$ cat config.mk
export PLATFORM = sky130hd
export DESIGN_NAME = ligature_expand_punct_fold
export DESIGN_NICKNAME = d
export VERILOG_FILES = /design/src/design/lepf_pkg.sv /design/src/design/ligature_expand_punct_fold.sv /design/src/design/lepf_decode.sv
export SDC_FILE = /design/constraint.sdc
export NUM_CORES = 1
export LEC_CHECK = 0
export ABC_AREA = 1
export BUFFER_PORTS_ARGS = -buffer_cell sky130_fd_sc_hd__buf_2
export CORE_UTILIZATION = 45
export DETAILED_ROUTE_END_ITERATION = 8
export PLACE_DENSITY = 0.7
export SKIP_LAST_GASP = 1
export SLEW_MARGIN = 20
export SYNTH_ARGS = -nofsm -noshare
export SYNTH_HDL_FRONTEND = slang
export SYNTH_SLANG_ARGS = --single-unit
$ cat constraint.sdc
create_clock -name clk -period 5 [get_ports clk]
set_input_delay 0.5 -clock clk [delete_from_list [all_inputs] [get_ports clk]]
set_output_delay 0.5 -clock clk [all_outputs]
set_load 0.03 [all_outputs]
$ cat src/design/lepf_pkg.sv
// shared types, constants and ligature table for the ligature expand / punctuation fold block
`default_nettype none

package lepf_pkg;

  localparam int LIG_ROWS      = 38;
  localparam int TABLE_ENTRIES = 38;
  localparam int SEARCH_ROWS   = (TABLE_ENTRIES < LIG_ROWS) ? TABLE_ENTRIES : LIG_ROWS;
  localparam int MAX_RUN       = 3;

  // register indexes
  localparam logic [1:0] REG_LIGATURE_ENABLE   = 2'd0;
  localparam logic [1:0] REG_PUNCT_FOLD_ENABLE = 2'd1;

  // folding codes
  localparam logic [15:0] U_LSQUO  = 16'h2018;
  localparam logic [15:0] U_RSQUO  = 16'h2019;
  localparam logic [15:0] U_PRIME  = 16'h2032;
  localparam logic [15:0] U_APOS   = 16'h0027;
  localparam logic [15:0] U_LDQUO  = 16'h201C;
  localparam logic [15:0] U_RDQUO  = 16'h201D;
  localparam logic [15:0] U_LAQUO  = 16'h00AB;
  localparam logic [15:0] U_RAQUO  = 16'h00BB;
  localparam logic [15:0] U_QUOT   = 16'h0022;
  localparam logic [15:0] U_ENDASH = 16'h2013;
  localparam logic [15:0] U_EMDASH = 16'h2014;
  localparam logic [15:0] U_HYPHEN = 16'h002D;

  typedef struct packed {
    logic [15:0] code_unit;
    logic        end_of_text;
  } lepf_in_t;

  typedef struct packed {
    logic [15:0] out_unit;
    logic        run_last;
    logic        text_last;
  } lepf_out_t;

  // one decoded request: up to three units, index of the last one, end marker
  typedef struct packed {
    logic [MAX_RUN-1:0][15:0] units;
    logic [1:0]               last_idx;
    logic                     eot;
  } lepf_item_t;

  localparam logic [LIG_ROWS-1:0][15:0] LIG_UNIT = {
    16'hFB06, 16'hFB05, 16'hFB04, 16'hFB03, 16'hFB02, 16'hFB01, 16'hFB00, 16'h1D6B,
    16'h02AC, 16'h02AB, 16'h02AA, 16'h02A9, 16'h02A6, 16'h02A3, 16'h01F3, 16'h01F2,
    16'h01F1, 16'h01CC, 16'h01CB, 16'h01CA, 16'h01C9, 16'h01C8, 16'h01C7, 16'h01C6,
    16'h01C5, 16'h01C4, 16'h0195, 16'h01F6, 16'h014B, 16'h014A, 16'h0133, 16'h0132,
    16'h0276, 16'h0153, 16'h0152, 16'h00C6, 16'h00E6, 16'h00DF
  };

  // letters of each row, first letter in the top byte, unused bytes zero
  localparam logic [LIG_ROWS-1:0][23:0] LIG_TXT = {
    {"s","t",8'h00}, {"f","t",8'h00}, {"f","f","l"},   {"f","f","i"},
    {"f","l",8'h00}, {"f","i",8'h00}, {"f","f",8'h00}, {"u","e",8'h00},
    {"w","w",8'h00}, {"l","z",8'h00}, {"l","s",8'h00}, {"f","n","g"},
    {"t","s",8'h00}, {"d","z",8'h00}, {"d","z",8'h00}, {"D","z",8'h00},
    {"D","Z",8'h00}, {"n","j",8'h00}, {"N","j",8'h00}, {"N","J",8'h00},
    {"l","j",8'h00}, {"L","j",8'h00}, {"L","J",8'h00}, {"d","z",8'h00},
    {"D","z",8'h00}, {"D","Z",8'h00}, {"h","v",8'h00}, {"H","v",8'h00},
    {"n","g",8'h00}, {"N","g",8'h00}, {"i","j",8'h00}, {"I","J",8'h00},
    {"o","e",8'h00}, {"o","e",8'h00}, {"O","E",8'h00}, {"a","e",8'h00},
    {"A","E",8'h00}, {"f","s",8'h00}
  };

  // last letter index per row: 2 for three-letter rows, else 1
  localparam logic [LIG_ROWS-1:0][1:0] LIG_LAST = {
    2'd1, 2'd1, 2'd2, 2'd2, 2'd1, 2'd1, 2'd1, 2'd1,
    2'd1, 2'd1, 2'd1, 2'd2, 2'd1, 2'd1, 2'd1, 2'd1,
    2'd1, 2'd1, 2'd1, 2'd1, 2'd1, 2'd1, 2'd1, 2'd1,
    2'd1, 2'd1, 2'd1, 2'd1, 2'd1, 2'd1, 2'd1, 2'd1,
    2'd1, 2'd1, 2'd1, 2'd1, 2'd1, 2'd1
  };

  function automatic logic [15:0] fold_unit(input logic [15:0] u);
    logic [15:0] r;
    r = u;
    if (u == U_LSQUO || u == U_RSQUO || u == U_PRIME) begin
      r = U_APOS;
    end else if (u == U_LDQUO || u == U_RDQUO || u == U_LAQUO || u == U_RAQUO) begin
      r = U_QUOT;
    end else if (u == U_ENDASH || u == U_EMDASH) begin
      r = U_HYPHEN;
    end
    return r;
  endfunction

endpackage

`default_nettype wire

$ cat src/design/ligature_expand_punct_fold.sv
// top level: ligature expansion and punctuation folding of a UCS-2 stream
`default_nettype none

// Each input request carries one UCS-2 code unit. With ligature expansion on,
// a unit found in the fixed 38-row ligature table turns into its two or three
// ASCII letters, one result per cycle while out_ready is high; otherwise, with
// folding on, curly quotes, guillemets, primes and dashes become ASCII quote,
// double quote or hyphen, and anything else passes unchanged. run_last marks
// the final result of each request and text_last copies end_of_text onto it.
// The decode is a single combinational pass in front of the result register,
// so a plain unit yields one result and a ligature yields as many results as
// it has letters (2 or 3); the result register emits one unit per cycle while
// out_ready is high and is the only rate limit. A one-entry skid register
// sits between the input and the result register, so in_ready is a register
// output and a request is still taken while a result waits on out_ready.
// Configuration writes take effect on requests accepted afterwards.
module ligature_expand_punct_fold
  import lepf_pkg::*;
(
  input  wire logic       clk,
  input  wire logic       rst_n,
  input  wire logic       cfg_we,
  input  wire logic [1:0] cfg_index,
  input  wire logic       cfg_wdata,
  input  wire logic       in_valid,
  output logic            in_ready,
  input  wire lepf_in_t   in_data,
  output logic            out_valid,
  input  wire logic       out_ready,
  output lepf_out_t       out_data
);

  // configuration registers
  logic lig_en_r;
  logic fold_en_r;

  // skid stage and result stage
  lepf_item_t skid_r;
  logic       skid_valid_r;
  lepf_item_t res_r;
  logic       res_valid_r;
  logic [1:0] idx_r;

  lepf_item_t dec_item;
  logic       in_fire;
  logic       out_fire;
  logic       res_last;
  logic       res_adv;

  always_ff @(posedge clk) begin
    if (!rst_n) begin
      lig_en_r  <= 1'b1;
      fold_en_r <= 1'b1;
    end else if (cfg_we) begin
      case (cfg_index)
        REG_LIGATURE_ENABLE:   lig_en_r  <= cfg_wdata;
        REG_PUNCT_FOLD_ENABLE: fold_en_r <= cfg_wdata;
        default: ;
      endcase
    end
  end

  lepf_decode u_decode (
    .in_item (in_data),
    .lig_en  (lig_en_r),
    .fold_en (fold_en_r),
    .item    (dec_item)
  );

  // ready only depends on the skid register
  assign in_ready = !skid_valid_r;
  assign in_fire  = in_valid && in_ready;

  assign out_valid = res_valid_r;
  assign out_fire  = out_valid && out_ready;
  assign res_last  = (idx_r == res_r.last_idx);
  // result register frees up when empty or when its final unit leaves
  assign res_adv   = !res_valid_r || (out_ready && res_last);

  always_ff @(posedge clk) begin
    if (!rst_n) begin
      skid_valid_r <= 1'b0;
      res_valid_r  <= 1'b0;
      idx_r        <= '0;
    end else if (res_adv) begin
      idx_r <= '0;
      if (skid_valid_r) begin
        res_r        <= skid_r;
        res_valid_r  <= 1'b1;
        skid_valid_r <= 1'b0;
      end else begin
        res_r       <= dec_item;
        res_valid_r <= in_fire;
      end
    end else begin
      if (out_fire) begin
        idx_r <= idx_r + 2'd1;
      end
      // result stage busy: park the new request
      if (in_fire) begin
        skid_r       <= dec_item;
        skid_valid_r <= 1'b1;
      end
    end
  end

  always_comb begin
    case (idx_r)
      2'd0:    out_data.out_unit = res_r.units[0];
      2'd1:    out_data.out_unit = res_r.units[1];
      2'd2:    out_data.out_unit = res_r.units[2];
      default: out_data.out_unit = res_r.units[0];
    endcase
    out_data.run_last  = res_last;
    out_data.text_last = res_last && res_r.eot;
  end

  // the letter pointer never runs past the last letter of the run
  a_idx_bound: assert property (@(posedge clk) disable iff (!rst_n)
    res_valid_r |-> (idx_r <= res_r.last_idx))
    else $error("letter index past end of run");

  // a parked request implies the result stage is occupied
  a_skid_behind_res: assert property (@(posedge clk) disable iff (!rst_n)
    skid_valid_r |-> res_valid_r)
    else $error("skid holds a request while result stage is empty");

  // a taken non-final letter is followed by the next letter of the same run
  a_run_continues: assert property (@(posedge clk) disable iff (!rst_n)
    (out_fire && !res_last) |=> (out_valid && idx_r == $past(idx_r) + 2'd1))
    else $error("run broken before its last letter");

endmodule

`default_nettype wire

$ cat src/design/lepf_decode.sv
// decode of one code unit into its run of result units
`default_nettype none

module lepf_decode
  import lepf_pkg::*;
(
  input  wire lepf_in_t   in_item,
  input  wire logic       lig_en,
  input  wire logic       fold_en,
  output lepf_item_t      item
);

  logic        hit;
  logic [23:0] txt;
  logic [1:0]  last;

  // rows are distinct, so at most one compare fires
  always_comb begin
    hit  = 1'b0;
    txt  = '0;
    last = '0;
    for (int i = 0; i < SEARCH_ROWS; i++) begin
      if (in_item.code_unit == LIG_UNIT[i]) begin
        hit  = 1'b1;
        txt  = LIG_TXT[i];
        last = LIG_LAST[i];
      end
    end
  end

  always_comb begin
    item.eot = in_item.end_of_text;
    if (lig_en && hit) begin
      item.units[0] = {8'h00, txt[23:16]};
      item.units[1] = {8'h00, txt[15:8]};
      item.units[2] = {8'h00, txt[7:0]};
      item.last_idx = last;
    end else begin
      item.units[0] = fold_en ? fold_unit(in_item.code_unit) : in_item.code_unit;
      item.units[1] = '0;
      item.units[2] = '0;
      item.last_idx = 2'd0;
    end
  end

endmodule

`default_nettype wire
==> results.json, run 1 <==
{
  "grt_pass1_vias": 4020,
  "total_power_mw": 1.309,
  "outcome": "completed",
  "ys.flop_type": "edfxtp_1",
  "clock_latency_ns": 0.33,
  "ir_drop_mv": 0.1307,
  "worst_slew_pin_slew_ns": 0.9939,
  "cts.htree.levels": 3,
  "place_hpwl_um": 10500,
  "avgRoutedWirePerCell_um": 16.33,
  "cts_tree": "done",
  "synth_cell_types": 43,
  "syn_area_um2": 4618,
  "drive_above_1_share": 0.1842,
  "wl_um": 13340,
  "placed_cell_area_um2": 4965,
  "cp_cell_sequence": "buf_2, nor2_2, nand2_2, nor2_1, nand4_1, nand3_1, nor2_1, nand3_2, nand2_2, inv_2, nand2_1, o21ai_0",
  "die_y_um": 103.3,
  "core-area_um2": 9864,
  "clock-root-buffer": "clkbuf_8",
  "critPathKind": "in2reg",
  "final_util": 0.5269,
  "p_per_area_nw_per_um2": 251.8,
  "cp_max_fo": 12,
  "maxCapViolations": 0,
  "drt_iter0_drc": 254,
  "end_kind": "register",
  "arrival_ns": 2.99,
  "fin_ws_ns": 2.186,
  "portBuffers": 44,
  "ant_nets": 0,
  "rsz0062_at_grt": "false",
  "finalHoldWorstSlack_ns": 0.3725,
  "area_delta_synth_final_pct": 12.54,
  "synth-async-reset-ratio": 0,
  "rows": 36,
  "cts_resized": 0,
  "initial_core_util": 0.4682,
  "grt_usage": 0.2638,
  "postSynthCellCount": 634,
  "synth_seq_area_share": 0.4161,
  "antenna_found_initial": 0,
  "fin_worst_skew_ns": 0.007530,
  "clock_path_buffers": 2,
  "fin_crit_sh": 0.5628,
  "cp_slowest_cell": "nor2_1",
  "remaining_drc_errors": 0,
  "slew_viol_final": 0,
  "antenna_cells": 0,
  "avgSynthCellArea_um2": 7.284,
  "yosys_register_bits": 66,
  "final_nets": 706,
  "setup_viol": 0,
  "grt_pass1_wl_um": 20880,
  "slew_headroom": 0.3365,
  "grt_max_degree": 33,
  "required_ns": 5.18,
  "cts_buffers": 9,
  "die_area_um2": 10670,
  "dieWidth_um": 103.3,
  "post_cts_buffers": 0,
  "synthesis.nets": 661,
  "stdcell_count": 817,
  "start_kind": "input port",
  "num_vias": 4428,
  "numPlacedInstances": 801,
  "pre_cts_ws_ns": 1.948,
  "via_per_inst": 5.420,
  "fin_area_um2": 5197,
  "synth_edf_count": 60,
  "finalSetupTns_ns": 0,
  "hold_viol": 0,
  "hold_class": "in2reg",
  "hold_buffers": 0,
  "yosysWarnings": 0,
  "cts.clk_slew.worst_paths_ns": 0.06,
  "cts.sinks": 66,
  "grt-ovfl-total": 0,
  "firstDrtPassIters": 5,
  "gp_congestion": 0.9755,
  "cellLeakagePower_nw": 2.468,
  "fmax_ghz": 0.3554,
  "ios": 45,
  "fillCellCount": 973,
  "period_needed_ns": 2.814,
  "cpPeakStageDelay_ns": 0.45
}
critical path, delay by kind of cell:
family                 cells  cell delay (ns)
buffers and inverters      2             0.47
AO/OA/AOI/OAI              1             0.18
AND/OR/NAND/NOR            9             1.83
final timing paths:
path	end	start	cells past startpoint	slack, ns
setup / recovery	res_r[1]$_DFFE_PP_	in_data[16]	12	2.19
hold / removal	skid_r[0]$_DFFE_PP_	in_data[0]	1	0.37
hold reg to reg	res_r[20]$_DFFE_PP_	skid_r[20]$_DFFE_PP_	2	0.52
setup reg to reg	res_r[23]$_DFFE_PP_	skid_valid_r$_SDFFE_PP0P_	4	3.06
report_power, final:
part | leakage (nW) | internal, mW | switching, mW
clock network | 0.120 | 0.329 | 0.187
logic | 1.71 | 0.0435 | 0.113
registers | 0.642 | 0.627 | 0.0105
total | 2.47 | 0.999 | 0.310
metal layers:
metal	wire [um]	part of all wire	global-route usage
met3	809	0.061	0.03965
met1	5790	0.43	0.3311
met4	453	0.034	0.1170
met5	0	0	0
met2	6286	0.47	0.4513
sequential cells by signal, summed over array words and instances, names as in the netlist:
name	flops
lig_en_r	1
out_valid	1
res_r	30
fold_en_r	1
idx_r	2
skid_r	30
skid_valid_r	1
layout make-up:
type / instances / area (um^2) / area share
tap: 133 / 166.4 / 0.03202
multi-input combinational: 466 / 2296 / 0.4417
sequential: 66 / 1922 / 0.3698
inverter: 88 / 330.3 / 0.06355
clock buffer: 10 / 127.6 / 0.02455
timing repair buffer: 48 / 250.2 / 0.04815
clock inverter: 6 / 105.1 / 0.02022
cell usage after synthesis (6+ instances only):
cell / count / area share
nor2_4: 10 / 0.024
nand4_1: 21 / 0.028
inv_2: 18 / 0.015
a21oi_1: 21 / 0.023
nor2_2: 13 / 0.018
nor2_1: 98 / 0.080
clkbuf_1: 6 / 0.0049
edfxtp_1: 60 / 0.39
o21ai_0: 12 / 0.013
nor3_1: 8 / 0.0087
inv_1: 70 / 0.057
nand2_2: 11 / 0.015
dfxtp_1: 6 / 0.026
nand2_1: 163 / 0.13
o211ai_1: 8 / 0.013
nand3_1: 56 / 0.061
cells by family after synthesis:
| family | after synthesis | synth area share |
|---|---|---|
| adder cells (fa/ha/maj) | 2 | 0.005418 |
| XOR/XNOR | 2 | 0.003794 |
| flip-flops | 66 | 0.4161 |
| AO/OA/AOI/OAI | 60 | 0.08291 |
| buffers and inverters | 102 | 0.08778 |
| AND/OR/NAND/NOR | 402 | 0.4040 |
placed cells by master, fill, tap and decap left out, types with 6 or more instances in the layout:
cell / count
nor2_4: 10
inv_1: 70
nand3_1: 56
nand2_2: 11
dfxtp_1: 6
buf_2: 44
nor3_1: 8
clkbuf_8: 9
nor2_1: 96
o211ai_1: 8
nor2_2: 15
inv_2: 18
nand4_1: 21
o21ai_0: 12
nand2_1: 163
edfxtp_1: 60
a21oi_1: 21
Note: power is estimated with default switching activity, not from simulation.
==> run 2: changes to the inputs <==
==> constraint.sdc (replaced) <==
create_clock -name clk -period 2.7 [get_ports clk]
set_input_delay 0.27 -clock clk [delete_from_list [all_inputs] [get_ports clk]]
set_output_delay 0.27 -clock clk [all_outputs]
set_load 0.03 [all_outputs]
==> results.json, run 2 (synthesis gave the netlist of run 1 again) <==
{
  "cpPeakStageDelay_ns": 0.33,
  "area_delta_synth_final_pct": 16.91,
  "cts.clk_slew.worst_paths_ns": 0.07,
  "ant_nets": 0,
  "r2r_cells": 7,
  "final_nets": 736,
  "cellLeakagePower_nw": 2.590,
  "pre_cts_ws_ns": 0.02996,
  "portBuffers": 44,
  "slew_headroom": 0.6096,
  "cp_cell_sequence": "buf_2, nor2_2, nand2_2, nor2_1, nand2_2, inv_2, nand2_1, nand2_1, inv_2, nand2_1, nor2_1, nand4_2, buf_4, nand4_1, nand3_1, nand2_1",
  "period_needed_ns": 2.348,
  "grt_pass1_wl_um": 21820,
  "reg_top3": "res_r: 30 flops, skid_r: 30 flops, idx_r: 2 flops",
  "min_from": "in_data[0]",
  "clock-root-buffer": "clkbuf_8",
  "combinationalPowerShare": 0.135,
  "wl_um": 14140,
  "arrival_ns": 2.44,
  "cp-startpoint": "in_data[16]",
  "cts.sinks": 66,
  "grt_pass1_vias": 4136,
  "worstReg2RegStart": "res_r[40]$_DFFE_PP_",
  "setup_viol": 0,
  "remaining_drc_errors": 0,
  "hold_buffers": 0,
  "end_kind": "register",
  "rrSetupSlack_ns": 0.73,
  "cts_tree": "done",
  "grt_usage": 0.2788,
  "fin_worst_skew_ns": 0.004863,
  "clock_latency_ns": 0.34,
  "finalHoldWorstSlack_ns": 0.1280,
  "dieWidth_um": 103.3,
  "critPathKind": "in2reg",
  "worstReg2RegEnd": "res_r[13]$_DFFE_PP_",
  "clock_path_buffers": 2,
  "drive_above_1_share": 0.2171,
  "rsz0062_at_grt": "false",
  "worst_slew_pin_slew_ns": 0.5775,
  "gp_congestion": 1.021,
  "layout_common_cells": "163 x nand2_1, 96 x nor2_1, 70 x inv_1, 60 x edfxtp_1, 56 x nand3_1",
  "fin_ws_ns": 0.3524,
  "outcome": "completed",
  "cts.htree.levels": 3,
  "die_y_um": 103.3,
  "ir_drop_mv": 0.2899,
  "grt_max_degree": 33,
  "place_hpwl_um": 11220,
  "fin_crit_sh": 0.8695,
  "num_vias": 4605,
  "p_int_mw": 1.663,
  "cp_slowest_cell": "nor2_1",
  "cp_max_fo": 5,
  "p_seq_frac": 0.519,
  "antenna_cells": 0,
  "post_cts_buffers": 0,
  "crit_top_cell": "nand2_1",
  "p_per_area_nw_per_um2": 419.7,
  "slew_viol_final": 0,
  "avgRoutedWirePerCell_um": 16.70,
  "p_sw_uw": 602.7,
  "rows": 36,
  "start_kind": "input port",
  "die_area_um2": 10670,
  "hold_depth": 1,
  "maxCapViolations": 0,
  "fmax_ghz": 0.4260,
  "firstDrtPassIters": 5,
  "antenna_found_initial": 0,
  "hold_viol": 0,
  "p_clk_frac": 0.346,
  "hold_class": "in2reg",
  "p_sw_frac": 0.2660,
  "core-area_um2": 9864,
  "ios": 45,
  "cts_resized": 0,
  "grt-ovfl-total": 0,
  "via_per_inst": 5.437,
  "cts_buffers": 9,
  "finalSetupTns_ns": 0,
  "min_to": "skid_r[0]$_DFFE_PP_",
  "required_ns": 2.79,
  "drt_iter0_drc": 314,
  "initial_core_util": 0.4682,
  "final_common_cell": "nand2_1"
}
run 2: worst max-delay path by stage:
| stage | endpoint | slack, ns | cells past startpoint |
|---|---|---|---|
| global route | res_r[14]$_DFFE_PP_ | 0.17 | 16 |
| global placement | res_r[8]$_DFFE_PP_ | -0.05 | 16 |
| floorplan | skid_r[0]$_DFFE_PP_ | 0.03 | 5 |
| finish | res_r[8]$_DFFE_PP_ | 0.35 | 16 |
| detailed placement | res_r[8]$_DFFE_PP_ | 0.03 | 16 |
| CTS | res_r[8]$_DFFE_PP_ | 0.39 | 16 |
run 2: critical path: cells and delay by family:
| kind | cells | cell delay, ns |
|---|---|---|
| simple gates | 12 | 1.75 |
| buf+inv | 4 | 0.43 |
run 2: layout make-up:
type | count | area, um^2
Fill cell | 948 | 4466
Multi-Input combinational cell | 466 | 2296
Sequential cell | 66 | 1922
Timing Repair Buffer | 78 | 500.5
Inverter | 88 | 330.3
Tap cell | 133 | 166.4
Clock buffer | 9 | 123.9
Clock inverter | 7 | 60.06
run 2: per-stage QoR:
| step | area, um^2 | total power [mW] | util | instances |
|---|---|---|---|---|
| after floorplan | 4621 | 1.392 | - | 634 |
| after global placement | 5215 | 1.499 | 0.5287 | 831 |
| after detailed placement | 5215 | 1.504 | 0.5287 | 831 |
| after CTS | 5399 | 2.275 | 0.5473 | 847 |
| after global routing | 5399 | 2.356 | 0.5473 | 847 |
| final | 5399 | 2.266 | 0.5473 | 847 |
run 2: power groups by stage:
stage / registers [mW] / logic, mW / clock network [mW]
finish: 1.18 / 0.306 / 0.784
global route: 1.18 / 0.339 / 0.838
global placement: 1.20 / 0.301 / 0
detailed placement: 1.20 / 0.305 / 0
floorplan: 1.20 / 0.196 / 0
CTS: 1.18 / 0.306 / 0.793
run 2: routing by layer:
metal | global-route usage | wire (um) | vias up
li1 | - | - | 2255
met1 | 0.3517 | 6087 | 2076
met2 | 0.4533 | 6409 | 220
met3 | 0.04839 | 891 | 54
met4 | 0.1593 | 754 | 0
met5 | 0 | 0 | -
==> run 3: changes to the inputs <==
==> constraint.sdc (replaced) <==
create_clock -name clk -period 2.7 [get_ports clk]
set_input_delay 0.27 -clock clk [delete_from_list [all_inputs] [get_ports clk]]
set_output_delay 0.27 -clock clk [all_outputs]
set_load 0.05 [all_outputs]
==> results.json, run 3 (synthesis gave the netlist of run 1 again) <==
{
  "gp_congestion": 1.070,
  "hold_depth": 1,
  "layout_common_cells": "163 x nand2_1, 96 x nor2_1, 70 x inv_1, 60 x edfxtp_1, 56 x nand3_1",
  "grt_pass1_wl_um": 21850,
  "period_needed_ns": 2.482,
  "die_area_um2": 10670,
  "fin_area_um2": 5396,
  "rsz0062_at_grt": "false",
  "clock_path_buffers": 2,
  "total_power_mw": 2.350,
  "die_y_um": 103.3,
  "grt_use_met1": 0.3465,
  "grt-ovfl-total": 0,
  "remaining_drc_errors": 0,
  "grt_pass1_vias": 4278,
  "worstReg2RegStart": "res_r[40]$_DFFE_PP_",
  "cts_resized": 0,
  "area_delta_synth_final_pct": 16.85,
  "cp_max_fo": 9,
  "cellLeakagePower_nw": 2.586,
  "ir_drop_mv": 0.2718,
  "fin_crit_sh": 0.9191,
  "pre_cts_ws_ns": -0.08937,
  "avgRoutedWirePerCell_um": 16.87,
  "end_kind": "register",
  "critPathKind": "in2reg",
  "dieWidth_um": 103.3,
  "fmax_ghz": 0.4030,
  "grt_use_met3": 0.04167,
  "multi_input_area_um2": 2296,
  "numPlacedInstances": 828,
  "via_per_inst": 5.440,
  "antenna_cells": 0,
  "rows": 36,
  "fin_worst_skew_ns": 0.007391,
  "outcome": "completed",
  "fin_ws_ns": 0.2183,
  "antenna_found_initial": 0,
  "slew_headroom": 0.6422,
  "r2r_cells": 7,
  "clock_latency_ns": 0.34,
  "register_area_um2": 1922,
  "post_cts_buffers": 0,
  "fillCellCount": 946,
  "place_hpwl_um": 11260,
  "hold_class": "in2reg",
  "cts.clk_slew.worst_paths_ns": 0.07,
  "ant_nets": 0,
  "placed_cell_area_um2": 5192,
  "num_vias": 4591,
  "clock-root-buffer": "clkbuf_8",
  "initial_core_util": 0.4682,
  "worstReg2RegEnd": "res_r[15]$_DFFE_PP_",
  "grtUsageMet2": 0.4759,
  "arrival_ns": 2.59,
  "setup_viol": 0,
  "required_ns": 2.80,
  "grt_max_degree": 33,
  "min_to": "skid_r[0]$_DFFE_PP_",
  "cts_buffers": 9,
  "drive_above_1_share": 0.2166,
  "cts.htree.levels": 3,
  "min_from": "in_data[0]",
  "p_per_area_nw_per_um2": 435.4,
  "ios": 45,
  "maxCapViolations": 0,
  "portBuffers": 44,
  "worst_slew_pin_slew_ns": 0.5311,
  "rrSetupSlack_ns": 0.76,
  "drt_iter0_drc": 348,
  "final_nets": 733,
  "core-area_um2": 9864,
  "cts.sinks": 66,
  "slew_viol_final": 0,
  "final_util": 0.5471,
  "grt_usage": 0.2810,
  "wl_um": 14240,
  "finalSetupTns_ns": 0,
  "reg_top3": "res_r: 30 flops, skid_r: 30 flops, idx_r: 2 flops",
  "firstDrtPassIters": 8,
  "grt.busiest_layer": "met2",
  "finalHoldWorstSlack_ns": 0.1280,
  "cts_tree": "done",
  "stdcell_count": 844,
  "hold_viol": 0,
  "start_kind": "input port",
  "final_common_cell": "nand2_1",
  "hold_buffers": 0
}
==> run 3: per-layer routing <==
layer | part of all wire | up-vias
met5 | 0 | -
met4 | 0.040 | 0
met3 | 0.063 | 42
met2 | 0.48 | 210
met1 | 0.42 | 2092
li1 | - | 2247
==> run 3: power breakdown <==
| group | internal [mW] | switching, mW |
|---|---|---|
| clock | 0.471 | 0.364 |
| combinational | 0.0866 | 0.252 |
| sequential | 1.16 | 0.0155 |
| total | 1.72 | 0.631 |
==> run 3: layout make-up <==
cell class              instances  area share
flip-flops and latches         66      0.3561
multi-input cells             466      0.4255
inverters                      88     0.06121
clock inverters                 5    0.009738
repair buffers                 75     0.08857
well taps                     133     0.03084
clock buffers                  11     0.02805
==> run 3: how the worst max path moves through the flow <==
stage                                    startpoint  cells after the start                   to
after global routing                    in_data[16]                     16  res_r[14]$_DFFE_PP_
after CTS                               in_data[16]                     16  res_r[14]$_DFFE_PP_
after detailed placement                in_data[16]                     16  res_r[14]$_DFFE_PP_
after global placement                  in_data[16]                     14   res_r[8]$_DFFE_PP_
after floorplan           skid_valid_r$_SDFFE_PP0P_                      5  skid_r[0]$_DFFE_PP_
final                                   in_data[16]                     16  res_r[14]$_DFFE_PP_
==> run 3: worst max-delay path: stages <==
cell and delay, ns:
buf_2 0.12, nor2_2 0.19, nand2_2 0.14, nor2_1 0.34
nand2_2 0.16, nor2_2 0.29, nor2_1 0.12, nand3_1 0.16
nor2_2 0.08, nand3_2 0.09, nand2_2 0.13, inv_2 0.16
buf_12 0.16, nor2_4 0.04, nand2_1 0.07, nand2_1 0.05
